==> src/rtl/core/hbcd_pkg.sv <==
// ----------------------------------------------------------------------------
// hbcd_pkg
// Shared codes, character constants and the result type of the HTTP body
// chunk deframer.
// ----------------------------------------------------------------------------
package hbcd_pkg;

  // Input item kinds.
  localparam logic [1:0] MODE_BYTE   = 2'd0;
  localparam logic [1:0] MODE_LEN    = 2'd1;
  localparam logic [1:0] MODE_CHUNK  = 2'd2;
  localparam logic [1:0] MODE_UNUSED = 2'd3;

  // Framing phases.
  localparam logic [2:0] PH_IDLE  = 3'd0;
  localparam logic [2:0] PH_DATA  = 3'd1;
  localparam logic [2:0] PH_HEAD  = 3'd2;
  localparam logic [2:0] PH_CDATA = 3'd3;
  localparam logic [2:0] PH_TRAIL = 3'd4;

  // Characters that matter on size and trailer lines.
  localparam logic [7:0] CH_CR  = 8'h0D;
  localparam logic [7:0] CH_LF  = 8'h0A;
  localparam logic [7:0] CH_SP  = 8'h20;
  localparam logic [7:0] CH_TAB = 8'h09;
  localparam logic [7:0] CH_VT  = 8'h0B;
  localparam logic [7:0] CH_FF  = 8'h0C;

  typedef struct packed {
    logic       payload_valid;
    logic [7:0] payload_byte;
    logic       body_done;
    logic       framing_error;
  } hbcd_res_t;

endpackage

==> src/rtl/core/hbcd_if.sv <==
// ----------------------------------------------------------------------------
// hbcd_in_if / hbcd_out_if
// Valid/ready channels carrying input items and result items.
// ----------------------------------------------------------------------------
interface hbcd_in_if;
  logic        valid;
  logic        ready;
  logic [1:0]  mode;
  logic [7:0]  data_byte;
  logic [31:0] body_length;

  modport source (output valid, output mode, output data_byte, output body_length,
                  input ready);
  modport sink   (input valid, input mode, input data_byte, input body_length,
                  output ready);
endinterface

interface hbcd_out_if;
  logic       valid;
  logic       ready;
  logic       payload_valid;
  logic [7:0] payload_byte;
  logic       body_done;
  logic       framing_error;

  modport source (output valid, output payload_valid, output payload_byte,
                  output body_done, output framing_error, input ready);
  modport sink   (input valid, input payload_valid, input payload_byte,
                  input body_done, input framing_error, output ready);
endinterface

==> src/rtl/core/http_body_chunk_deframer.sv <==
// ----------------------------------------------------------------------------
// http_body_chunk_deframer
// Pulls the payload bytes out of an HTTP/1.1 response body framed either by
// a known length or by chunked transfer coding.
// ----------------------------------------------------------------------------
//
//   Channel  Dir  Payload                                 Each transfer
//   in_i     in   mode, data_byte, body_length            one start or one byte
//   out_o    out  payload_valid, payload_byte,            one result per input
//                 body_done, framing_error
//
// While in_i.ready is high, one input transfer is taken every cycle; each
// yields exactly one result. The state update is a single pass of logic
// between the framing registers and the result register.
// The result register is backed by one skid entry: in_i.ready falls only
// when both hold a result that the sink has not yet taken.
// Reset is asynchronous and active low; it returns the framing to idle and
// empties the result path.
//
// A start transfer selects length mode (exactly body_length payload bytes)
// or chunked mode. In chunked mode the block reads a hexadecimal size line,
// skipping blank lines before it, passes that many payload bytes and then
// expects the next size line. A size of zero is followed by trailer lines,
// which are dropped until an empty line ends the body. A size line with no
// hexadecimal digit, or one whose value will not fit in LEN_BITS bits, flags
// a framing error and the block returns to idle. Body bytes that arrive
// while idle produce an empty result.
module http_body_chunk_deframer #(
  parameter int unsigned LEN_BITS = 32
) (
  input  logic       clk_i,
  input  logic       rst_ni,
  hbcd_in_if.sink    in_i,
  hbcd_out_if.source out_o
);
  import hbcd_pkg::*;

  logic      accept;
  logic      buf_ready;
  hbcd_res_t res;

  // The framing state advances only on an accepted input transfer.
  assign in_i.ready = buf_ready;
  assign accept     = in_i.valid && buf_ready;

  hbcd_core #(
    .LEN_BITS (LEN_BITS)
  ) u_core (
    .clk_i         (clk_i),
    .rst_ni        (rst_ni),
    .accept_i      (accept),
    .mode_i        (in_i.mode),
    .data_byte_i   (in_i.data_byte),
    .body_length_i (in_i.body_length),
    .res_o         (res)
  );

  // The result of each accepted transfer is captured in the output buffer in
  // the same cycle; it then waits there for the sink. The next input transfer
  // is held up only while the result register and skid entry are both full.
  hbcd_obuf u_obuf (
    .clk_i   (clk_i),
    .rst_ni  (rst_ni),
    .push_i  (accept),
    .res_i   (res),
    .ready_o (buf_ready),
    .out_o   (out_o)
  );

endmodule

==> src/rtl/core/hbcd_core.sv <==
// ----------------------------------------------------------------------------
// hbcd_core
// Framing state and the single-pass update that turns one input item into
// one result.
// ----------------------------------------------------------------------------
module hbcd_core #(
  parameter int unsigned LEN_BITS = 32
) (
  input  logic                 clk_i,
  input  logic                 rst_ni,
  input  logic                 accept_i,
  input  logic [1:0]           mode_i,
  input  logic [7:0]           data_byte_i,
  input  logic [31:0]          body_length_i,
  output hbcd_pkg::hbcd_res_t  res_o
);
  import hbcd_pkg::*;

  logic [2:0]          phase_q, phase_d, phase_cur;
  logic [LEN_BITS-1:0] rem_q, rem_d, rem_dec;
  logic [LEN_BITS-1:0] acc_q, acc_d;
  logic                digit_q, digit_d;
  logic                ended_q, ended_d;
  logic                cr_q, cr_d;
  logic                text_q, text_d;
  logic [LEN_BITS-1:0] blen_sat;
  logic                is_hex, is_space, acc_full, line_end, clr;
  logic [3:0]          hex_val;
  logic                text_tmp, ended_tmp;
  hbcd_res_t           res;

  // Body length saturates to the largest count when the count is narrower.
  if (LEN_BITS >= 32) begin : g_len_wide
    assign blen_sat = LEN_BITS'(body_length_i);
  end else begin : g_len_narrow
    assign blen_sat = (body_length_i[31:LEN_BITS] != '0) ? '1
                                                          : body_length_i[LEN_BITS-1:0];
  end

  always_comb begin
    is_hex  = 1'b1;
    hex_val = data_byte_i[3:0];
    if (data_byte_i >= "0" && data_byte_i <= "9") begin
      hex_val = data_byte_i[3:0];
    end else if ((data_byte_i >= "a" && data_byte_i <= "f") ||
                 (data_byte_i >= "A" && data_byte_i <= "F")) begin
      hex_val = 4'(data_byte_i[2:0] + 3'd1) + 4'd8;
    end else begin
      is_hex = 1'b0;
    end
  end

  assign is_space = (data_byte_i == CH_SP) || (data_byte_i == CH_TAB) ||
                    (data_byte_i == CH_LF) || (data_byte_i == CH_VT) ||
                    (data_byte_i == CH_FF) || (data_byte_i == CH_CR);
  assign acc_full  = acc_q[LEN_BITS-1 -: 4] != 4'd0;
  assign line_end  = cr_q && (data_byte_i == CH_LF);
  assign phase_cur = (phase_q > PH_TRAIL) ? PH_IDLE : phase_q;
  assign rem_dec   = rem_q - LEN_BITS'(1);

  always_comb begin
    phase_d   = phase_cur;
    rem_d     = rem_q;
    acc_d     = acc_q;
    digit_d   = digit_q;
    ended_d   = ended_q;
    cr_d      = cr_q;
    text_d    = text_q;
    clr       = 1'b0;
    res       = '0;
    text_tmp  = text_q;
    ended_tmp = ended_q;

    unique case (mode_i)
      MODE_LEN: begin
        clr   = 1'b1;
        rem_d = blen_sat;
        if (blen_sat == '0) begin
          phase_d       = PH_IDLE;
          res.body_done = 1'b1;
        end else begin
          phase_d = PH_DATA;
        end
      end
      MODE_CHUNK: begin
        clr     = 1'b1;
        rem_d   = '0;
        phase_d = PH_HEAD;
      end
      MODE_BYTE: begin
        unique case (phase_cur) inside
          PH_DATA, PH_CDATA: begin
            res.payload_valid = 1'b1;
            res.payload_byte  = data_byte_i;
            rem_d             = rem_dec;
            if (rem_dec == '0) begin
              clr = 1'b1;
              if (phase_cur == PH_DATA) begin
                phase_d       = PH_IDLE;
                res.body_done = 1'b1;
              end else begin
                phase_d = PH_HEAD;
              end
            end
          end
          PH_HEAD: begin
            if (line_end) begin
              clr = 1'b1;
              if (text_q && !digit_q) begin
                res.framing_error = 1'b1;
                phase_d           = PH_IDLE;
              end else if (text_q) begin
                rem_d   = acc_q;
                phase_d = (acc_q == '0) ? PH_TRAIL : PH_CDATA;
              end
            end else begin
              // A held CR that was not followed by LF is a whitespace character.
              if (cr_q) begin
                text_tmp = 1'b1;
                if (digit_q) begin
                  ended_tmp = 1'b1;
                end
              end
              cr_d    = 1'b0;
              text_d  = text_tmp;
              ended_d = ended_tmp;
              if (data_byte_i == CH_CR) begin
                cr_d = 1'b1;
              end else begin
                text_d = 1'b1;
                if (!ended_tmp) begin
                  if (is_hex) begin
                    if (acc_full) begin
                      res.framing_error = 1'b1;
                      phase_d           = PH_IDLE;
                      clr               = 1'b1;
                    end else begin
                      acc_d   = {acc_q[LEN_BITS-5:0], hex_val};
                      digit_d = 1'b1;
                    end
                  end else if (digit_q || !is_space) begin
                    ended_d = 1'b1;
                  end
                end
              end
            end
          end
          PH_TRAIL: begin
            if (line_end) begin
              clr = 1'b1;
              if (!text_q) begin
                res.body_done = 1'b1;
                phase_d       = PH_IDLE;
              end
            end else begin
              cr_d   = (data_byte_i == CH_CR);
              text_d = text_q || cr_q || (data_byte_i != CH_CR);
            end
          end
          default: begin
          end
        endcase
      end
      default: begin
        phase_d = phase_cur;
      end
    endcase

    if (clr) begin
      acc_d   = '0;
      digit_d = 1'b0;
      ended_d = 1'b0;
      cr_d    = 1'b0;
      text_d  = 1'b0;
    end
  end

  assign res_o = res;

  always_ff @(posedge clk_i or negedge rst_ni) begin
    if (!rst_ni) begin
      phase_q <= PH_IDLE;
      rem_q   <= '0;
      acc_q   <= '0;
      digit_q <= 1'b0;
      ended_q <= 1'b0;
      cr_q    <= 1'b0;
      text_q  <= 1'b0;
    end else if (accept_i) begin
      phase_q <= phase_d;
      rem_q   <= rem_d;
      acc_q   <= acc_d;
      digit_q <= digit_d;
      ended_q <= ended_d;
      cr_q    <= cr_d;
      text_q  <= text_d;
    end
  end

endmodule

==> src/rtl/core/hbcd_obuf.sv <==
// ----------------------------------------------------------------------------
// hbcd_obuf
// Result register with one skid entry, so that input ready is registered
// and does not follow output ready combinationally.
// ----------------------------------------------------------------------------
module hbcd_obuf (
  input  logic                clk_i,
  input  logic                rst_ni,
  input  logic                push_i,
  input  hbcd_pkg::hbcd_res_t res_i,
  output logic                ready_o,
  hbcd_out_if.source          out_o
);
  import hbcd_pkg::*;

  logic      out_valid_q, skid_valid_q;
  hbcd_res_t out_q, skid_q;
  logic      pop;

  assign pop     = out_valid_q && out_o.ready;
  assign ready_o = !skid_valid_q;

  always_ff @(posedge clk_i or negedge rst_ni) begin
    if (!rst_ni) begin
      out_valid_q  <= 1'b0;
      skid_valid_q <= 1'b0;
    end else if (skid_valid_q) begin
      if (pop) begin
        skid_valid_q <= 1'b0;
      end
    end else if (!out_valid_q || pop) begin
      out_valid_q <= push_i;
    end else if (push_i) begin
      skid_valid_q <= 1'b1;
    end
  end

  always_ff @(posedge clk_i) begin
    if (skid_valid_q) begin
      if (pop) begin
        out_q <= skid_q;
      end
    end else if (!out_valid_q || pop) begin
      out_q <= res_i;
    end else if (push_i) begin
      skid_q <= res_i;
    end
  end

  assign out_o.valid         = out_valid_q;
  assign out_o.payload_valid = out_q.payload_valid;
  assign out_o.payload_byte  = out_q.payload_byte;
  assign out_o.body_done     = out_q.body_done;
  assign out_o.framing_error = out_q.framing_error;

endmodule

==> src/flat_wrapper.sv <==
// flat-port wrapper written by rule: the top's interface ports become plain ports
module http_body_chunk_deframer_flat import hbcd_pkg::*;
#(
  parameter int unsigned LEN_BITS = 32
)
  (clk_i, rst_ni, in_i_valid, in_i_mode, in_i_data_byte, in_i_body_length, in_i_ready, out_o_valid, out_o_payload_valid, out_o_payload_byte, out_o_body_done, out_o_framing_error, out_o_ready);
  hbcd_in_if in_i_i ();
  hbcd_out_if out_o_i ();
  input  logic clk_i;
  input  logic rst_ni;
  input wire logic [$bits(in_i_i.valid)-1:0] in_i_valid;
  input wire logic [$bits(in_i_i.mode)-1:0] in_i_mode;
  input wire logic [$bits(in_i_i.data_byte)-1:0] in_i_data_byte;
  input wire logic [$bits(in_i_i.body_length)-1:0] in_i_body_length;
  output wire logic [$bits(in_i_i.ready)-1:0] in_i_ready;
  output wire logic [$bits(out_o_i.valid)-1:0] out_o_valid;
  output wire logic [$bits(out_o_i.payload_valid)-1:0] out_o_payload_valid;
  output wire logic [$bits(out_o_i.payload_byte)-1:0] out_o_payload_byte;
  output wire logic [$bits(out_o_i.body_done)-1:0] out_o_body_done;
  output wire logic [$bits(out_o_i.framing_error)-1:0] out_o_framing_error;
  input wire logic [$bits(out_o_i.ready)-1:0] out_o_ready;
  assign in_i_i.valid = in_i_valid;
  assign in_i_i.mode = in_i_mode;
  assign in_i_i.data_byte = in_i_data_byte;
  assign in_i_i.body_length = in_i_body_length;
  assign in_i_ready = in_i_i.ready;
  assign out_o_valid = out_o_i.valid;
  assign out_o_payload_valid = out_o_i.payload_valid;
  assign out_o_payload_byte = out_o_i.payload_byte;
  assign out_o_body_done = out_o_i.body_done;
  assign out_o_framing_error = out_o_i.framing_error;
  assign out_o_i.ready = out_o_ready;
  http_body_chunk_deframer #(.LEN_BITS(LEN_BITS)) u_core (.clk_i(clk_i), .rst_ni(rst_ni), .in_i(in_i_i), .out_o(out_o_i));
endmodule
==> config.mk <==
export PLATFORM = sky130hd
export DESIGN_NAME = http_body_chunk_deframer_flat
export DESIGN_NICKNAME = d
export VERILOG_FILES = /design/src/rtl/core/hbcd_pkg.sv /design/src/rtl/core/hbcd_if.sv /design/src/rtl/core/http_body_chunk_deframer.sv /design/src/rtl/core/hbcd_core.sv /design/src/rtl/core/hbcd_obuf.sv /design/src/flat_wrapper.sv
export SDC_FILE = /design/constraint.sdc
export NUM_CORES = 1
export LEC_CHECK = 0
export ABC_AREA = 1
export BUFFER_PORTS_ARGS = -buffer_cell sky130_fd_sc_hd__clkbuf_2
export CAP_MARGIN = 5
export CORE_MARGIN = 2
export CORE_UTILIZATION = 60
export DETAILED_ROUTE_END_ITERATION = 7
export PLACE_DENSITY = 0.85
export RECOVER_POWER = 100
export SLEW_MARGIN = 10
export SYNTH_ARGS = -nofsm -noshare
export SYNTH_HDL_FRONTEND = slang
export SYNTH_SLANG_ARGS = --single-unit
==> constraint.sdc <==
create_clock -name clk_i -period 7.3 [get_ports clk_i]
set_clock_uncertainty 0.1 [all_clocks]
set_input_delay 0.365 -clock clk_i [delete_from_list [all_inputs] [get_ports clk_i]]
set_output_delay 0.365 -clock clk_i [all_outputs]
set_load 0.005 [all_outputs]
==> After elaboration in Yosys (flattened, before gate mapping) <==
Index checks and enable logic that the tools add are counted.
Widths: inputs -> output; s select.
{ "totals": {"register_bits": 95, "inputBits": 46, "elab_cells": 192} }
{ "op_classes": {"addsub": 3, "order_cmp": 7, "eq_ne": 25, "muxes": 96, "bitwise_logic": 2, "n_reduce_logical": 42} }
{ "op_table": {"columns": ["operator", "count"], "rows": [
  ["$mux 32", 11],
  ["$logic_not 32->1", 3],
  ["$pmux 32 s3", 1],
  ["$pmux 32 s2", 1],
  ["$mux 1", 55],
  ["$eq 8x4->1 const B", 5],
  ["$mux 3", 12],
  ["$mux 11", 3],
  ["$sub 32x1->32 const B", 1],
  ["$mux 9", 2],
  ["$pmux 3 s3", 2],
  ["$ge 8x7->1 const B", 2],
  ["$le 8x7->1 const B", 2],
  ["$ne 3x3->1 const B", 5],
  ["$reduce_and 6->1", 2],
  ["$logic_or 1x1->1", 10],
  ["$pmux 1 s2", 5],
  ["$eq 8x6->1 const B", 1],
  ["$ge 8x6->1 const B", 1],
  ["$le 8x6->1 const B", 1],
  ["$mux 4", 2],
  ["$ne 8x4->1 const B", 1],
  ["$reduce_and 8->1", 1],
  ["$reduce_bool 2->1", 4],
  ["25 further kinds", 42]
]} }

==> Logic depth before layout (Yosys ltp) <==
{ "logic_depth": {"ltp_word": 16, "mapped_depth": 22, "depth_no_buf": 21} }

==> Cells and area by module <==
A second synthesis with hierarchy kept.
{ "unflattened": {"hier_cells": 953, "area_unflattened_um2": 6492.5} }
{ "by_module_without_submodules": {"columns": ["mod", "n_inst", "cells_per_inst", "area_per_inst_um2"], "rows": [
  ["hbcd_core", 1, 880, 5585.4],
  ["hbcd_obuf", 1, 71, 899.6],
  ["http_body_chunk_deframer", 1, 2, 7.5]
]} }

==> Worst setup path before layout <==
Ideal clock, no wire load.
{ "synth_path": {"path_type": "register to register", "from": "register u_core.u_core.rem_q[0]", "to": "register u_core.u_core.acc_q[30]", "arrival_time_ns": 2.457, "required_time_ns": 7.082, "slack_ns": 4.625, "stages_incl_launch_ff": 20, "period_less_slack_ns": 2.675, "cell_sequence": "dfrtp_1 -> inv_1 -> ha_1 -> nand2_1 -> nor2_1 -> nand3_1 -> nor2_1 -> xor2_1 -> nand3_1 -> nor2_1 -> nand3_1 -> nand2_1 -> nand2_2 -> nand2_2 -> nand2_4 -> nand2_4 -> nand3_4 -> buf_6 -> nand2_1 -> nand2_1"} }
{ "synth_via": {"elab_chain_len": 7} }
{ "synth_rtl": {"columns": ["element", "line_no", "text"], "rows": [
  ["start: declaration", "hbcd_core.sv:20", "logic [LEN_BITS-1:0] rem_q, rem_d, rem_dec;"],
  ["start signal: assignment", "hbcd_core.sv:191", "rem_q <= rem_d;"],
  ["$sub 32x1->32 (*)", "hbcd_core.sv:59", "assign rem_dec = rem_q - LEN_BITS'(1);"],
  ["$logic_not 32->1 (*)", "hbcd_core.sv:96", "if (rem_dec == '0) begin"],
  ["$mux 1 (*)", "hbcd_core.sv:96", null],
  ["$pmux 1 s3 (*)", "hbcd_core.sv:91", "unique case (phase_cur) inside"],
  ["$pmux 1 s2 (*)", "hbcd_core.sv:74", "unique case (mode_i)"],
  ["$ne 2x2->1 (no source line), or another cell as far along", null, null],
  ["$reduce_and 8->1 (no source line)", null, null],
  ["end signal: assignment", "hbcd_core.sv:184", "acc_q <= '0;"],
  ["end signal: assignment", "hbcd_core.sv:192", "acc_q <= acc_d;"],
  ["end: declaration", "hbcd_core.sv:21", "logic [LEN_BITS-1:0] acc_q, acc_d;"]
]} }
Mark *: on every way between the ends. The rest lies on a longest branch, timed or not.
A chain may end at the register's enable or synchronous reset.

==> Worst setup path after layout <==
{ "layout_path": {"from": "register u_core.u_core.rem_q[0]", "to": "register u_core.u_core.acc_q[16]"} }
Same word-level chain as after synthesis.

==> metrics.cfg <==
[worst_setup_path]
path_common_cell=nand2_1
crit_buf_inv=1
crit_family=simple AND/OR/NAND/NOR gates
cp-end-kind=flop
crit_fanout=34
critPathRequiredTime_ns=7.47
slowest_delay_ns=0.94
critPathSlowestCell=nand2_1
startpoint=u_core.u_core.rem_q[0]
startpoint_type=flop
crit_path_cell_trace=inv_1, ha_1, nand2_1, nor2_1, nand3_1, nor2_1, xor2_1, nand3_1, nor2_1, nand3_1, nand2_1, nand2_1, nand2_1, nand2_1, nand2_1, nand3_4, nand2_1, nand2_1
crit_type=reg2reg
cp.arrival_ns=4.84
r2r_setup_slack_ns=2.63
r2r-start=u_core.u_core.rem_q[0]

[clock_tree]
cts_root_buffer=clkbuf_8
cts_buffer_depth=2
clkTransAtPathRegs_ns=0.11
ctsHoldBuffers=0
htreeDepth=3
ctsResizeCount=0
clock_sinks=95
clk_latency_ns=0.39
cts_tree=yes
post_cts_buffers=0
cts-buffers-inserted=9

[global_route]
grt_pass1_wl_mm=28.37
grt_max_degree=74
grt_pass1_vias=5790
gr-total-overflow=0
track_usage_pct=31.50
grt_antenna_before_repair=0

[routing]
via_per_inst=5.789
drt_iter0_drc=707
wire_per_inst_um=15.66
vias=6368
drt_first_pass_iters=6
ant_nets=0
drc_errors=0
wirelength_mm=17.23

[pwr]
ir_drop_mv=0.1211
power_frac_seq_pct=42.1
p_comb_share_pct=39.3
internal_power_mw=1.005
clock_power_share_pct=18.6
p_switching_mw=0.8111
powerDensity_nw_per_um2=266.5
leakagePower_nw=3.323
swShare_pct=44.67

[floorplanning]
die_area_sq_um=11460
rows=37
die_w_um=107.0
initial_core_util_pct=61.70
fp.dieH_um=107.0
core_sq_um=10320
io_pins=59

[timing]
rsz0062_at_grt=false
final.period_utilization_pct=64.02
totalNegativeSetupSlack_ns=0
slew_viol_final=74
fmax_mhz=214.0
slew_headroom_pct=-166.6
tightest_slew_ns=3.999
post-route-min-period_ns=4.674
finalHoldViolCount=0
setup_viol=0

[synthesis]
syn_nets=976
synth_warnings=0
synth-edff-count=22
async_flop_share_pct=76.84
synth_top_area_cell=dfrtp_1
syn_inst=919
yosys_most_used_dff=dfrtp_1
synth-seq-area-share_pct=39.05
post_synth_num_cell_types=41
yosysTopAreaCellShare_pct=28.68
syn_avg_cell_area_sq_um=6.931
synth_seq_cells=95
mappedNetlistArea_sq_um=6370
synth_area_leaders=dfrtp_1 (29%), nand2_1 (17%), edfxtp_1 (10%)

[layout]
syn2layout_area_growth_pct=6.973
final_common_cell=nand2_1
layout-drive-gt1-share_pct=9.647
num-nets-final=1016
diodes=0
fin_cells=1100
final_cell_mix=nand2_1 (291), nor2_1 (130), inv_1 (102)

[placement]
place.gp.congestion=0.9307
port_buffers=58
hpwlAfterDp_mm=12.53
dp_cells=1084

[status]
violations=capacitance limit, slew limit
status=complete, but fails checks

[job]
drv_cap=1

[min_path]
holdCritStartpoint=out_o_ready
hp-class=in2reg

==> power by group through the flow <==
stage,Combinational [mW],Clock (mW),Sequential [mW]
global route,0.809,0.357,0.780
finish,0.713,0.338,0.765
CTS,0.706,0.334,0.761
detailed placement,0.700,0,0.771
floorplan,0.528,0,0.743
global placement,0.683,0,0.770
==> per-layer routing <==
metal | vias up | global-route usage [%] | part of all wire, %
met1 | 2939 | 46.32 | 42
met4 | 0 | 11.22 | 2.8
li1 | 3080 | - | -
met2 | 316 | 46.61 | 45
met3 | 33 | 5.775 | 10
met5 | - | 0 | 0
==> cell usage after synthesis, drive strengths merged (2+ instances only) <==
master / n
edfxtp: 22
nor2: 142
o211ai: 8
o21ai: 64
o31ai: 3
a221oi: 4
clkbuf: 15
buf: 16
xor2: 6
inv: 108
nor3: 5
ha: 11
nor4: 10
nand4: 47
dfrtp: 73
a21oi: 23
nand3: 39
nand3b: 3
clkinv: 2
a31oi: 3
nand2: 296
a22oi: 2
o221ai: 11
==> worst register-to-register path, stage by stage (launching register included) <==
cell and delay (ns):
dfrtp_1 0.42, inv_1 0.15, ha_1 0.28, nand2_1 0.08, nor2_1 0.24, nand3_1 0.17, nor2_1 0.20, xor2_1 0.23
nand3_1 0.10, nor2_1 0.17, nand3_1 0.12, nand2_1 0.08, nand2_1 0.09, nand2_1 0.11, nand2_1 0.22, nand2_1 0.94
nand3_4 0.54, nand2_1 0.23, nand2_1 0.08
==> area by class of cell <==
type,count,area (sq um)
flip-flops and latches,95,2487
clock buffers,9,123.9
fillers,988,3510
clock inverters,7,55.05
inverters,110,412.9
multi-input cells,683,3276
well taps,136,170.2
repair buffers,60,289.0
==> path summary, 6_finish.rpt <==
path | endpoint | cells after the start
min in group asynchronous | u_core.u_core.acc_q[10] | 1
max | u_core.u_core.acc_q[16] | 18
max in group asynchronous | u_core.u_core.phase_q[1] | 1
max reg2reg | u_core.u_core.acc_q[16] | 18
min | u_core.u_obuf.out_o.valid | 2
min reg2reg | u_core.u_core.acc_q[10] | 2
==> through the flow <==
stage	hold WS, ns	area (sq um)	utilization [%]	total power [mW]	setup WS, ns
after detailed placement	0.3663	6674	64.65	1.470	3.597
after global routing	0.1175	6814	66.00	1.946	2.258
after floorplan	-0.03059	6370	-	1.271	4.625
after global placement	0.3626	6674	64.65	1.454	3.686
final	0.1310	6814	66.00	1.816	2.626
after CTS	0.06037	6853	66.38	1.801	3.527
==> sequential cells by signal, summed over array words and instances, names as in the netlist <==
register / cells
u_core.u_obuf.out_o.framing_error: 1
u_core.u_obuf.skid_q: 11
u_core.u_core.ended_q: 1
u_core.u_obuf.skid_valid_q: 1
u_core.u_obuf.out_o.payload_valid: 1
u_core.u_obuf.out_o.body_done: 1
u_core.u_obuf.out_o.payload_byte: 8
u_core.u_core.cr_q: 1
u_core.u_core.rem_q: 32
u_core.u_core.digit_q: 1
u_core.u_core.text_q: 1
u_core.u_core.acc_q: 32
u_core.u_obuf.out_o.valid: 1
u_core.u_core.phase_q: 3
==> kinds of logic after synthesis <==
kind of cell,synth area share [%]
simple gates,37.14
xor+xnor,1.080
fa+ha+maj,2.161
compound gates,11.14
buf+inv,9.251
mux,0.1768
flops,39.05
Power figures use the tool's default switching activity.
